[config.mk]
export PLATFORM = sky130hd
export DESIGN_NAME = rotated_sprite_quad_setup_core
export DESIGN_NICKNAME = d
export VERILOG_FILES = /design/src/rtl/rsqs_pkg.sv /design/src/rtl/rsqs_front.sv /design/src/rtl/rsqs_queue.sv /design/src/rtl/rsqs_back.sv /design/src/rtl/rotated_sprite_quad_setup_core.sv
export SDC_FILE = /design/constraint.sdc
export NUM_CORES = 2
export LEC_CHECK = 0
export ABC_AREA = 1
export BUFFER_PORTS_ARGS = -buffer_cell sky130_fd_sc_hd__buf_2
export CAP_MARGIN = 20
export CORE_MARGIN = 8
export CORE_UTILIZATION = 46
export DETAILED_ROUTE_END_ITERATION = 16
export PLACE_DENSITY = 0.7
export SYNTH_ARGS = -nofsm -noshare
export SYNTH_HDL_FRONTEND = slang
export SYNTH_SLANG_ARGS = --single-unit
export TNS_END_PERCENT = 50
[constraint.sdc]
create_clock -name clk -period 15.36 [get_ports clk]
set_clock_uncertainty 0.2 [all_clocks]
set_input_delay 0.768 -clock clk [delete_from_list [all_inputs] [get_ports clk]]
set_output_delay 0.768 -clock clk [all_outputs]
set_load 0.02 [all_outputs]
[src/rtl/rsqs_pkg.sv]
// Shared types, constants and the degree sine table for the rotated sprite quad setup.
// No dependencies; every other file in rtl/ imports this package.
package rsqs_pkg;

    localparam int COORD_W   = 16;
    localparam int ANGLE_W   = 16;
    localparam int ALPHA_W   = 8;
    localparam int RGB_W     = 24;
    localparam int ARGB_W    = 32;
    localparam int TEX_W     = 16;
    localparam int UV_W      = 17;
    localparam int POS_W     = 24;
    localparam int SLOT_W    = 10;
    localparam int VIT_W     = 2;
    localparam int CFG_IDX_W = 2;

    // Angle folding: (angle + DEG_BIAS) mod 360 by reciprocal multiply
    localparam int DEG_W      = 9;
    localparam int FOLD_W     = 17;
    localparam int FOLD_Q_W   = 8;
    localparam int DEG_FULL   = 360;
    localparam int DEG_QUARTER = 90;
    localparam int DEG_BIAS   = 36000;
    localparam int FOLD_MUL   = 186414;
    localparam int FOLD_MUL_W = 18;
    localparam int FOLD_SHIFT = 26;

    // Position rounding: Q14 offset to Q8, centre in whole pixels to Q8
    localparam int RND_BIAS     = 32;
    localparam int FRAC_SHIFT   = 6;
    localparam int CENTER_SHIFT = 8;
    localparam int SINE_W       = 16;

    localparam int VERT_IDX_W   = 3;
    localparam int VERT_LAST    = 5;
    localparam int TRI_SPLIT    = 3;
    localparam int QUEUE_DEPTH  = 2;
    localparam int QUEUE_PTR_W  = 1;

    typedef enum logic [CFG_IDX_W-1:0] {
        CFG_TEX_U   = 2'd0,
        CFG_TEX_V   = 2'd1,
        CFG_TEX_EXT = 2'd2
    } cfg_reg_t;

    typedef struct packed {
        logic signed [COORD_W-1:0] cx;
        logic signed [COORD_W-1:0] cy;
        logic [ARGB_W-1:0]         argb;
        logic                      full;
        logic [SLOT_W-1:0]         base;
    } quad_attr_t;

    typedef struct packed {
        quad_attr_t       attr;
        logic [DEG_W-1:0] deg;
    } quad_job_t;

    // Sine table for 0..90 degrees, Q1.14, built at elaboration by a Q30 series
    localparam longint unsigned PI_Q30 = 64'd3373259426;
    localparam longint unsigned TERM_DIV [12] = '{
        64'd6, 64'd20, 64'd42, 64'd72, 64'd110, 64'd156,
        64'd210, 64'd272, 64'd342, 64'd420, 64'd506, 64'd600
    };

    typedef logic [14:0] quarter_rom_t [DEG_QUARTER+1];

    function automatic int quarter_sine(int deg);
        longint unsigned x;
        longint unsigned t;
        longint          sum;
        longint          q;
        x = (longint'(deg) * PI_Q30 + 64'd90) / 64'd180;
        t = x;
        sum = longint'(x);
        for (int k = 1; k <= 12; k++)
        begin
            t = (t * x) >> 30;
            t = (t * x) >> 30;
            t = t / TERM_DIV[k-1];
            if (k[0])
                sum = sum - longint'(t);
            else
                sum = sum + longint'(t);
        end
        if (sum < 0)
            sum = 0;
        q = (sum + 64'sd32768) >>> 16;
        if (q > 16384)
            q = 16384;
        return int'(q);
    endfunction

    function automatic quarter_rom_t build_quarter_rom();
        quarter_rom_t rom;
        for (int d = 0; d <= DEG_QUARTER; d++)
        begin
            rom[d] = 15'(quarter_sine(d));
        end
        return rom;
    endfunction

    localparam quarter_rom_t QUARTER_ROM = build_quarter_rom();

endpackage

[src/rtl/rsqs_front.sv]
// Front end: accepts quads, folds the angle into 0..359 and books triangle slots.
// Depends on rsqs_pkg.
module rsqs_front #(
    parameter int TRIANGLE_CAPACITY = 1024
) (
    input  logic                              clk,
    input  logic                              rst_n,
    input  logic                              in_valid,
    output logic                              in_stall,
    input  logic signed [rsqs_pkg::COORD_W-1:0] center_x,
    input  logic signed [rsqs_pkg::COORD_W-1:0] center_y,
    input  logic signed [rsqs_pkg::ANGLE_W-1:0] angle_deg,
    input  logic [rsqs_pkg::ALPHA_W-1:0]      alpha,
    input  logic [rsqs_pkg::RGB_W-1:0]        rgb,
    output logic                              job_valid,
    input  logic                              job_stall,
    output rsqs_pkg::quad_job_t               job
);
    import rsqs_pkg::*;

    localparam int CNT_W = $clog2(TRIANGLE_CAPACITY + 1);

    logic                    a_valid_reg, a_valid_next;
    quad_attr_t              a_attr_reg;
    logic [FOLD_W-1:0]       a_n_reg;
    logic [FOLD_Q_W-1:0]     a_q_reg;
    logic                    b_valid_reg, b_valid_next;
    quad_job_t               b_job_reg;
    logic [CNT_W-1:0]        count_reg, count_next;

    logic                    adv_b;
    logic                    accept;
    logic                    full;
    logic [FOLD_W-1:0]       n;
    logic [FOLD_W+FOLD_MUL_W-1:0] n_prod;
    logic [FOLD_W-1:0]       rem;
    quad_attr_t              attr;

    assign adv_b    = !b_valid_reg || !job_stall;
    assign in_stall = a_valid_reg && !adv_b;
    assign accept   = in_valid && !in_stall;

    always_comb
    begin
        full = ({1'b0, count_reg} + (CNT_W+1)'(2))
               > (CNT_W+1)'(TRIANGLE_CAPACITY);
        n      = FOLD_W'(int'(angle_deg) + DEG_BIAS);
        n_prod = (FOLD_W+FOLD_MUL_W)'(n) * (FOLD_W+FOLD_MUL_W)'(FOLD_MUL);
        attr.cx   = center_x;
        attr.cy   = center_y;
        attr.argb = {alpha, rgb};
        attr.full = full;
        attr.base = full ? '0 : SLOT_W'(count_reg);
        count_next   = (accept && !full) ? count_reg + CNT_W'(2) : count_reg;
        a_valid_next = accept ? 1'b1 : (adv_b ? 1'b0 : a_valid_reg);
        b_valid_next = adv_b ? a_valid_reg : b_valid_reg;
        rem = a_n_reg - FOLD_W'(a_q_reg) * FOLD_W'(DEG_FULL);
    end

    always_ff @(posedge clk or negedge rst_n)
    begin
        if (!rst_n)
        begin
            a_valid_reg <= 1'b0;
            b_valid_reg <= 1'b0;
            count_reg   <= '0;
        end
        else
        begin
            a_valid_reg <= a_valid_next;
            b_valid_reg <= b_valid_next;
            count_reg   <= count_next;
        end
    end

    always_ff @(posedge clk)
    begin
        if (accept)
        begin
            a_attr_reg <= attr;
            a_n_reg    <= n;
            a_q_reg    <= n_prod[FOLD_SHIFT +: FOLD_Q_W];
        end
        if (adv_b)
        begin
            b_job_reg.attr <= a_attr_reg;
            b_job_reg.deg  <= rem[DEG_W-1:0];
        end
    end

    assign job_valid = b_valid_reg;
    assign job       = b_job_reg;

endmodule

[src/rtl/rsqs_queue.sv]
// Two-entry queue of folded quad jobs between front and back end.
// Depends on rsqs_pkg.
module rsqs_queue (
    input  logic                clk,
    input  logic                rst_n,
    input  logic                push_valid,
    output logic                push_stall,
    input  rsqs_pkg::quad_job_t push_job,
    output logic                pop_valid,
    input  logic                pop,
    output rsqs_pkg::quad_job_t pop_job
);
    import rsqs_pkg::*;

    quad_job_t                entry_reg [QUEUE_DEPTH];
    logic [QUEUE_PTR_W-1:0]   wr_ptr_reg, wr_ptr_next;
    logic [QUEUE_PTR_W-1:0]   rd_ptr_reg, rd_ptr_next;
    logic [QUEUE_PTR_W:0]     fill_reg, fill_next;
    logic                     do_push, do_pop;

    assign push_stall = (fill_reg == (QUEUE_PTR_W+1)'(QUEUE_DEPTH));
    assign pop_valid  = (fill_reg != '0);
    assign do_push    = push_valid && !push_stall;
    assign do_pop     = pop && pop_valid;
    assign pop_job    = entry_reg[rd_ptr_reg];

    always_comb
    begin
        wr_ptr_next = do_push ? wr_ptr_reg + 1'b1 : wr_ptr_reg;
        rd_ptr_next = do_pop  ? rd_ptr_reg + 1'b1 : rd_ptr_reg;
        fill_next   = fill_reg + (QUEUE_PTR_W+1)'(do_push) - (QUEUE_PTR_W+1)'(do_pop);
    end

    always_ff @(posedge clk or negedge rst_n)
    begin
        if (!rst_n)
        begin
            wr_ptr_reg <= '0;
            rd_ptr_reg <= '0;
            fill_reg   <= '0;
        end
        else
        begin
            wr_ptr_reg <= wr_ptr_next;
            rd_ptr_reg <= rd_ptr_next;
            fill_reg   <= fill_next;
        end
    end

    always_ff @(posedge clk)
    begin
        if (do_push)
            entry_reg[wr_ptr_reg] <= push_job;
    end

endmodule

[src/rtl/rsqs_back.sv]
// Back end: looks up sine/cosine, walks the six vertices and rotates each corner.
// Depends on rsqs_pkg (types, constants, quarter sine table).
module rsqs_back #(
    parameter int HALF_LOW  = 64,
    parameter int HALF_HIGH = 63
) (
    input  logic                                clk,
    input  logic                                rst_n,
    input  logic                                job_valid,
    output logic                                job_pop,
    input  rsqs_pkg::quad_job_t                 job,
    input  logic [rsqs_pkg::TEX_W-1:0]          tex_u_origin,
    input  logic [rsqs_pkg::TEX_W-1:0]          tex_v_origin,
    input  logic [rsqs_pkg::TEX_W-1:0]          tex_extent,
    output logic                                out_valid,
    input  logic                                out_stall,
    output logic signed [rsqs_pkg::POS_W-1:0]   pos_x,
    output logic signed [rsqs_pkg::POS_W-1:0]   pos_y,
    output logic [rsqs_pkg::UV_W-1:0]           vert_u,
    output logic [rsqs_pkg::UV_W-1:0]           vert_v,
    output logic [rsqs_pkg::ARGB_W-1:0]         argb,
    output logic [rsqs_pkg::SLOT_W-1:0]         triangle_slot,
    output logic [rsqs_pkg::VIT_W-1:0]          vertex_in_triangle,
    output logic                                buffer_full,
    output logic                                last
);
    import rsqs_pkg::*;

    localparam int HALF_MAX = (HALF_LOW > HALF_HIGH) ? HALF_LOW : HALF_HIGH;
    localparam int HW       = $clog2(HALF_MAX + 1) + 1;
    localparam int PROD_W   = HW + SINE_W;
    localparam int OFF_W    = PROD_W + 2;
    localparam int Q8_W     = OFF_W - FRAC_SHIFT;
    localparam int PW       = ((Q8_W > POS_W) ? Q8_W : POS_W) + 2;
    localparam logic signed [HW-1:0] LO = HW'(-HALF_LOW);
    localparam logic signed [HW-1:0] HI = HW'(HALF_HIGH);
    localparam logic signed [PW-1:0] P_MAX = PW'((2 ** (POS_W - 1)) - 1);
    localparam logic signed [PW-1:0] P_MIN = PW'(-(2 ** (POS_W - 1)));

    function automatic logic signed [SINE_W-1:0] sine_of(logic [DEG_W-1:0] deg);
        logic [DEG_W-1:0] idx;
        logic             neg;
        idx = deg;
        neg = 1'b0;
        if (deg <= DEG_W'(DEG_QUARTER))
            idx = deg;
        else if (deg <= DEG_W'(2 * DEG_QUARTER))
            idx = DEG_W'(2 * DEG_QUARTER) - deg;
        else if (deg < DEG_W'(3 * DEG_QUARTER))
        begin
            idx = deg - DEG_W'(2 * DEG_QUARTER);
            neg = 1'b1;
        end
        else
        begin
            idx = DEG_W'(DEG_FULL) - deg;
            neg = 1'b1;
        end
        sine_of = SINE_W'(QUARTER_ROM[idx[6:0]]);
        if (neg)
            sine_of = -sine_of;
    endfunction

    // Sequencer stage: the quad being walked
    logic                     s_valid_reg, s_valid_next;
    quad_attr_t               s_attr_reg;
    logic signed [SINE_W-1:0] s_sin_reg, s_cos_reg;
    logic [VERT_IDX_W-1:0]    s_k_reg, s_k_next;

    // Product stage
    logic                     m_valid_reg, m_valid_next;
    logic signed [PROD_W-1:0] m_lxc_reg, m_lys_reg, m_lxs_reg, m_lyc_reg;
    logic signed [COORD_W-1:0] m_cx_reg, m_cy_reg;
    logic [UV_W-1:0]          m_u_reg, m_v_reg;
    logic [ARGB_W-1:0]        m_argb_reg;
    logic [SLOT_W-1:0]        m_slot_reg;
    logic [VIT_W-1:0]         m_vit_reg;
    logic                     m_full_reg, m_last_reg;

    // Output stage
    logic                     o_valid_reg, o_valid_next;
    logic signed [POS_W-1:0]  o_x_reg, o_y_reg;
    logic [UV_W-1:0]          o_u_reg, o_v_reg;
    logic [ARGB_W-1:0]        o_argb_reg;
    logic [SLOT_W-1:0]        o_slot_reg;
    logic [VIT_W-1:0]         o_vit_reg;
    logic                     o_full_reg, o_last_reg;

    logic                     adv, issue, done, load;
    logic [DEG_W:0]           cos_sum;
    logic [DEG_W-1:0]         cos_deg;
    logic [1:0]               corner;
    logic                     x_hi, y_hi, second;
    logic signed [HW-1:0]     lx, ly;
    logic [UV_W-1:0]          u_far, v_far;
    logic signed [OFF_W-1:0]  off_x, off_y;
    logic signed [Q8_W-1:0]   q8_x, q8_y;
    logic signed [PW-1:0]     p_x, p_y;
    logic signed [POS_W-1:0]  sat_x, sat_y;

    assign adv     = !o_valid_reg || !out_stall;
    assign issue   = s_valid_reg && adv;
    assign done    = issue && (s_k_reg == VERT_IDX_W'(VERT_LAST));
    assign load    = job_valid && (!s_valid_reg || done);
    assign job_pop = load;

    always_comb
    begin
        cos_sum = (DEG_W+1)'(job.deg) + (DEG_W+1)'(DEG_QUARTER);
        if (cos_sum >= (DEG_W+1)'(DEG_FULL))
            cos_sum = cos_sum - (DEG_W+1)'(DEG_FULL);
        cos_deg = cos_sum[DEG_W-1:0];

        // Vertex order V0 V1 V2, V2 V3 V0
        case (s_k_reg)
            3'd0:    corner = 2'd0;
            3'd1:    corner = 2'd1;
            3'd2:    corner = 2'd2;
            3'd3:    corner = 2'd2;
            3'd4:    corner = 2'd3;
            default: corner = 2'd0;
        endcase
        x_hi   = (corner == 2'd1) || (corner == 2'd2);
        y_hi   = (corner == 2'd2) || (corner == 2'd3);
        lx     = x_hi ? HI : LO;
        ly     = y_hi ? HI : LO;
        second = (s_k_reg >= VERT_IDX_W'(TRI_SPLIT));
        u_far  = UV_W'(tex_u_origin) + UV_W'(tex_extent);
        v_far  = UV_W'(tex_v_origin) + UV_W'(tex_extent);

        s_valid_next = load ? 1'b1 : (done ? 1'b0 : s_valid_reg);
        s_k_next     = load ? '0 : (issue ? s_k_reg + 1'b1 : s_k_reg);
        m_valid_next = adv ? s_valid_reg : m_valid_reg;
        o_valid_next = adv ? m_valid_reg : o_valid_reg;

        // Round Q14 to Q8, add centre, clamp to 24 bits
        off_x = OFF_W'(m_lxc_reg) + OFF_W'(m_lys_reg) + OFF_W'(RND_BIAS);
        off_y = OFF_W'(m_lyc_reg) - OFF_W'(m_lxs_reg) + OFF_W'(RND_BIAS);
        q8_x  = Q8_W'(off_x >>> FRAC_SHIFT);
        q8_y  = Q8_W'(off_y >>> FRAC_SHIFT);
        p_x   = (PW'(m_cx_reg) <<< CENTER_SHIFT) + PW'(q8_x);
        p_y   = (PW'(m_cy_reg) <<< CENTER_SHIFT) + PW'(q8_y);
        if (p_x > P_MAX)
            sat_x = POS_W'(P_MAX);
        else if (p_x < P_MIN)
            sat_x = POS_W'(P_MIN);
        else
            sat_x = POS_W'(p_x);
        if (p_y > P_MAX)
            sat_y = POS_W'(P_MAX);
        else if (p_y < P_MIN)
            sat_y = POS_W'(P_MIN);
        else
            sat_y = POS_W'(p_y);
    end

    always_ff @(posedge clk or negedge rst_n)
    begin
        if (!rst_n)
        begin
            s_valid_reg <= 1'b0;
            s_k_reg     <= '0;
            m_valid_reg <= 1'b0;
            o_valid_reg <= 1'b0;
        end
        else
        begin
            s_valid_reg <= s_valid_next;
            s_k_reg     <= s_k_next;
            m_valid_reg <= m_valid_next;
            o_valid_reg <= o_valid_next;
        end
    end

    always_ff @(posedge clk)
    begin
        if (load)
        begin
            s_attr_reg <= job.attr;
            s_sin_reg  <= sine_of(job.deg);
            s_cos_reg  <= sine_of(cos_deg);
        end
        if (adv)
        begin
            m_lxc_reg  <= PROD_W'(lx) * PROD_W'(s_cos_reg);
            m_lys_reg  <= PROD_W'(ly) * PROD_W'(s_sin_reg);
            m_lxs_reg  <= PROD_W'(lx) * PROD_W'(s_sin_reg);
            m_lyc_reg  <= PROD_W'(ly) * PROD_W'(s_cos_reg);
            m_cx_reg   <= s_attr_reg.cx;
            m_cy_reg   <= s_attr_reg.cy;
            m_u_reg    <= x_hi ? u_far : UV_W'(tex_u_origin);
            m_v_reg    <= y_hi ? v_far : UV_W'(tex_v_origin);
            m_argb_reg <= s_attr_reg.argb;
            m_slot_reg <= s_attr_reg.full ? '0 : s_attr_reg.base + SLOT_W'(second);
            m_vit_reg  <= second ? VIT_W'(s_k_reg - VERT_IDX_W'(TRI_SPLIT))
                                 : VIT_W'(s_k_reg);
            m_full_reg <= s_attr_reg.full;
            m_last_reg <= (s_k_reg == VERT_IDX_W'(VERT_LAST));

            o_x_reg    <= sat_x;
            o_y_reg    <= sat_y;
            o_u_reg    <= m_u_reg;
            o_v_reg    <= m_v_reg;
            o_argb_reg <= m_argb_reg;
            o_slot_reg <= m_slot_reg;
            o_vit_reg  <= m_vit_reg;
            o_full_reg <= m_full_reg;
            o_last_reg <= m_last_reg;
        end
    end

    assign out_valid          = o_valid_reg;
    assign pos_x              = o_x_reg;
    assign pos_y              = o_y_reg;
    assign vert_u             = o_u_reg;
    assign vert_v             = o_v_reg;
    assign argb               = o_argb_reg;
    assign triangle_slot      = o_slot_reg;
    assign vertex_in_triangle = o_vit_reg;
    assign buffer_full        = o_full_reg;
    assign last               = o_last_reg;

endmodule

[src/rtl/rotated_sprite_quad_setup_core.sv]
// Top level of the rotated sprite quad setup: texture registers, front end, queue, back end.
// Depends on rsqs_pkg, rsqs_front, rsqs_queue and rsqs_back.
//
//   channel | direction | handshake          | payload
//   --------+-----------+--------------------+---------------------------------------------
//   in      | input     | in_valid/in_stall  | center_x center_y angle_deg alpha rgb
//   out     | output    | out_valid/out_stall| pos_x pos_y vert_u vert_v argb triangle_slot
//           |           |                    | vertex_in_triangle buffer_full last
//   cfg     | input     | cfg_valid/cfg_ready| cfg_index cfg_data
//
// Each item yields six vertex results, one per cycle while out is not stalled; the back end's
// vertex sequencer loads the next item in the same cycle as it issues the last vertex.
// From accept to the first vertex an item passes two fold stages, the queue, the
// sequencer, the product stage and the output register.
// Reset clears all valid flags, the queue and the triangle counter; the sine table is
// constant and needs no clearing pass. cfg_ready is always high.
// A stall on out holds the output register and freezes the back end; the two-entry queue
// lets the front keep accepting items until it fills.
module rotated_sprite_quad_setup_core #(
    parameter int TRIANGLE_CAPACITY = 1024,
    parameter int HALF_LOW          = 64,
    parameter int HALF_HIGH         = 63
) (
    input  logic                                 clk,
    input  logic                                 rst_n,
    input  logic                                 in_valid,
    output logic                                 in_stall,
    input  logic signed [rsqs_pkg::COORD_W-1:0]  center_x,
    input  logic signed [rsqs_pkg::COORD_W-1:0]  center_y,
    input  logic signed [rsqs_pkg::ANGLE_W-1:0]  angle_deg,
    input  logic [rsqs_pkg::ALPHA_W-1:0]         alpha,
    input  logic [rsqs_pkg::RGB_W-1:0]           rgb,
    output logic                                 out_valid,
    input  logic                                 out_stall,
    output logic signed [rsqs_pkg::POS_W-1:0]    pos_x,
    output logic signed [rsqs_pkg::POS_W-1:0]    pos_y,
    output logic [rsqs_pkg::UV_W-1:0]            vert_u,
    output logic [rsqs_pkg::UV_W-1:0]            vert_v,
    output logic [rsqs_pkg::ARGB_W-1:0]          argb,
    output logic [rsqs_pkg::SLOT_W-1:0]          triangle_slot,
    output logic [rsqs_pkg::VIT_W-1:0]           vertex_in_triangle,
    output logic                                 buffer_full,
    output logic                                 last,
    input  logic                                 cfg_valid,
    output logic                                 cfg_ready,
    input  logic [rsqs_pkg::CFG_IDX_W-1:0]       cfg_index,
    input  logic [rsqs_pkg::TEX_W-1:0]           cfg_data
);
    import rsqs_pkg::*;

    logic [TEX_W-1:0] tex_u_reg, tex_u_next;
    logic [TEX_W-1:0] tex_v_reg, tex_v_next;
    logic [TEX_W-1:0] tex_ext_reg, tex_ext_next;

    logic       fe_valid, fe_stall;
    quad_job_t  fe_job;
    logic       q_valid, q_pop;
    quad_job_t  q_job;

    assign cfg_ready = 1'b1;

    // Register writes: drop indexes beyond the list
    always_comb
    begin
        tex_u_next   = tex_u_reg;
        tex_v_next   = tex_v_reg;
        tex_ext_next = tex_ext_reg;
        if (cfg_valid && cfg_ready)
        begin
            case (cfg_index)
                CFG_TEX_U:   tex_u_next   = cfg_data;
                CFG_TEX_V:   tex_v_next   = cfg_data;
                CFG_TEX_EXT: tex_ext_next = cfg_data;
                default:     ;
            endcase
        end
    end

    always_ff @(posedge clk or negedge rst_n)
    begin
        if (!rst_n)
        begin
            tex_u_reg   <= '0;
            tex_v_reg   <= '0;
            tex_ext_reg <= '0;
        end
        else
        begin
            tex_u_reg   <= tex_u_next;
            tex_v_reg   <= tex_v_next;
            tex_ext_reg <= tex_ext_next;
        end
    end

    // Front end: fold the angle, book slots
    rsqs_front #(
        .TRIANGLE_CAPACITY (TRIANGLE_CAPACITY)
    ) u_front (
        .clk       (clk),
        .rst_n     (rst_n),
        .in_valid  (in_valid),
        .in_stall  (in_stall),
        .center_x  (center_x),
        .center_y  (center_y),
        .angle_deg (angle_deg),
        .alpha     (alpha),
        .rgb       (rgb),
        .job_valid (fe_valid),
        .job_stall (fe_stall),
        .job       (fe_job)
    );

    // Decouple front and back so each side stalls on its own
    rsqs_queue u_queue (
        .clk        (clk),
        .rst_n      (rst_n),
        .push_valid (fe_valid),
        .push_stall (fe_stall),
        .push_job   (fe_job),
        .pop_valid  (q_valid),
        .pop        (q_pop),
        .pop_job    (q_job)
    );

    // Back end: rotate corners, emit six vertices
    rsqs_back #(
        .HALF_LOW  (HALF_LOW),
        .HALF_HIGH (HALF_HIGH)
    ) u_back (
        .clk                (clk),
        .rst_n              (rst_n),
        .job_valid          (q_valid),
        .job_pop            (q_pop),
        .job                (q_job),
        .tex_u_origin       (tex_u_reg),
        .tex_v_origin       (tex_v_reg),
        .tex_extent         (tex_ext_reg),
        .out_valid          (out_valid),
        .out_stall          (out_stall),
        .pos_x              (pos_x),
        .pos_y              (pos_y),
        .vert_u             (vert_u),
        .vert_v             (vert_v),
        .argb               (argb),
        .triangle_slot      (triangle_slot),
        .vertex_in_triangle (vertex_in_triangle),
        .buffer_full        (buffer_full),
        .last               (last)
    );

endmodule
==> summary.txt <==
Placement
  – Dpl cell area: 60200 sq um
  – Final HPWL DP: 94200 um
  – GP Congestion: 0.916
  – Pre-CTS WS: 7.03 ns
  – IO Port Bufs: 232

Synth
  – Yosys top cell by area: edfxtp_1
  – Mean Syn Cell Area: 10.8 sq um
  – Ys async rst share: 8.24%
  – Sequential share of the synthesized area: 44.0%
  – Mapped Cells: 5316
  – Synth top area share: 40.9%
  – #FFs+latches synth: 850
  – Count of different cell masters after synthesis: 64
  – YS warnings: 0
  – Top_reg_cell synth: edfxtp_1
  – Post-synth EDFFs: 780
  – Largest cells by area after synthesis: edfxtp_1, fa_1, ha_1
  – Post-Syn Area: 57200 sq um

Clock tree
  – Register clock-pin slew on the reported worst setup and hold paths: 0.06 ns
  – Sink Count: 850
  – Clock tree buffer depth: 3
  – Post-CTS Setup Inserts: 0
  – Worst-skew pair later-pin latency: 0.73 ns
  – Root Driver: clkbuf_16
  – H-tree levels: 3
  – CTS tree: done
  – Num CTS Buffers: 90

Setup path
  – Max incr delay on CP: 0.61 ns
  – Crit-path max FO: 54
  – Crit-path most repeated cell: nand2_1
  – WP buf/inv: 6
  – Largest delay contributor family on the critical path: adder cells
  – Slowest cell on the critical path: fa_1
  – WP data required: 15.57 ns
  – Critical path launch point type: flip-flop
  – Worst EP arrival: 8.47 ns
  – Crit Path Class: flip-flop to flip-flop
  – Crit path capture type: flip-flop

Final layout
  – Max FFs per register: 166
  – Fraction of layout cells with a size suffix above 1: 9.06%
  – Final design utilization: 51.7%
  – Final instance area: 63900 sq um
  – Nets: 6702
  – Layout area overhead: 11.6%

GRT
  – Vias in the first global route: 38.3k
  – Largest net degree at the start of global routing: 169
  – GRT Util Overall: 18.3%
  – Grt total ovfl: 0
  – First-pass GRT wire length: 202000 um
  – Initial antenna violation count: 2

Timing
  – Total negative setup slack: 0 ns
  – Slew HR: 28.6%
  – FMAX: 121 MHz
  – Worst slew pin tran: 1.07 ns
  – Crit path time final: 8.26 ns
  – RSZ-0062 raised after global routing: false
  – Endpoints failing hold: 0
  – Period Utilization, post-route: 53.8%
  – Setup slack after layout: 7.10 ns
  – Final max-slew violation count: 0
  – Number of setup violations in the final report: 0

Detailed routing
  – Pre-antenna DRT Iters: 5
  – Routed vias/inst: 5.04
  – Wirelength per Cell: 17.1 um
  – Final WL: 125000 um
  – Vias: 37.0k
  – Drt initial violations: 2408
  – Antenna-violating nets left: 0
  – DRC violations left: 0

Floorplanning
  – Die ar.: 136000 sq um
  – DIE HEIGHT: 369 um
  – Starting Density: 46.3%
  – Placement Rows: 129
  – Total I/O pin count: 234
  – Core ar.: 124000 sq um
  – Die width: 369 um

Worst hold path
  – Worst Hold Class: primary input to flip-flop

Run
  – Max-Cap Viols: 0

Run status
  – Status: finished clean
-- cell families after synthesis --
logic type	share of synthesized area (%)
adder cells (fa/ha/maj)	27.3
multiplexers	0.0590
buffers and inverters	6.97
other	0.0131
flip-flops	44.0
XOR/XNOR	3.84
AO/OA/AOI/OAI	6.04
AND/OR/NAND/NOR	11.8
-- cell type report --
cell class,instances,area (sq um)
flip-flops and latches,850,25200
clock inverters,62,776
clock buffers,106,2320
well taps,1637,2050
inverters,913,3440
fillers,10800,59800
repair buffers,314,1940
diodes,3,7.51
multi-input cells,3453,28200
-- synthesized netlist by cell type (4+ instances only) --
library cell  instances
a211oi_1              6
a21o_1               13
a21oi_1             231
a31oi_1              10
buf_1                 7
buf_2                11
buf_4                15
buf_6                 6
clkbuf_1             65
dfrtp_1              70
edfxtp_1            780
fa_1                451
ha_1                526
inv_1               896
inv_2                13
nand2_1             958
nand2_2              32
nand2_4              14
nand3_1             217
nand3_2              11
nand3b_1              5
nand4_1              26
nor2_1              295
nor2_2               11
nor2_4                4
nor3_1               15
o2111ai_1             6
o211ai_1             22
o21ai_0             236
o21ai_1              13
o21ai_2               4
o21bai_1             33
o221ai_1             11
o22ai_1               4
o31ai_1               8
or2_2                 4
xnor2_1              78
xor2_1              168
-- cell usage in the layout (no fill, tap or decap), types with 26 or more instances in the layout --
master	Yosys	routed
buf_2	11	231
xnor2_1	78	78
nand3_1	217	216
xor2_1	168	168
nand4_1	26	26
o21ai_0	236	236
dlygate4sd3_1	0	51
inv_1	896	892
ha_1	526	526
nand2_1	958	956
dfrtp_1	70	69
clkbuf_16	0	90
edfxtp_1	780	780
a21oi_1	231	230
fa_1	451	451
buf_4	15	29
nor2_1	295	292
o21bai_1	33	33
nand2_2	32	33
-- what timing repair did --
item | CTS | global route
resized for setup | 0 | 0
endpoints found under the hold margin | 65 | 0
hold buffers | 51 | 0
-- per-stage QoR --
step | hold slack, ns | std cells
after floorplan | 0.200 | 5323
after global routing | 0.0118 | 7337
after CTS | 0.000765 | 7333
after detailed placement | 0.205 | 7114
final | 0.0532 | 7338
after global placement | 0.201 | 7113
-- path summary, 6_finish.rpt --
| kind | from | cells past startpoint | slack (ns) | to |
|---|---|---|---|---|
| setup / recovery | u_back.s_k_reg[1]$_DFFE_PN0P_ | 34 | 7.10 | u_back.m_lxc_reg[22]$_DFFE_PP_ |
| hold / removal | rgb[1] | 1 | 0.05 | u_front.a_attr_reg[12]$_DFFE_PP_ |
| setup reg to reg | u_back.s_k_reg[1]$_DFFE_PN0P_ | 34 | 7.10 | u_back.m_lxc_reg[22]$_DFFE_PP_ |
| hold reg to reg | u_back.s_attr_reg[13]$_DFFE_PP_ | 0 | 0.18 | u_back.m_argb_reg[2]$_DFFE_PP_ |
| max in group asynchronous | rst_n | 3 | 13.47 | u_queue.rd_ptr_reg$_DFFE_PN0P_ |
| min in group asynchronous | rst_n | 2 | 0.29 | tex_u_reg[15]$_DFFE_PN0P_ |
-- routing by layer --
metal  track usage [%]  wire length (um)  up-vias
met5                 0                 0        -
met4              6.60              4290        0
met3              2.21              5070      234
met2              32.2             63000      833
met1              23.1             52800    17900
li1                  -                 -    18000
Power is left out: the tool's default activity adds up to more than one toggle a clock period on the data nets, which glitch-free logic cannot reach.
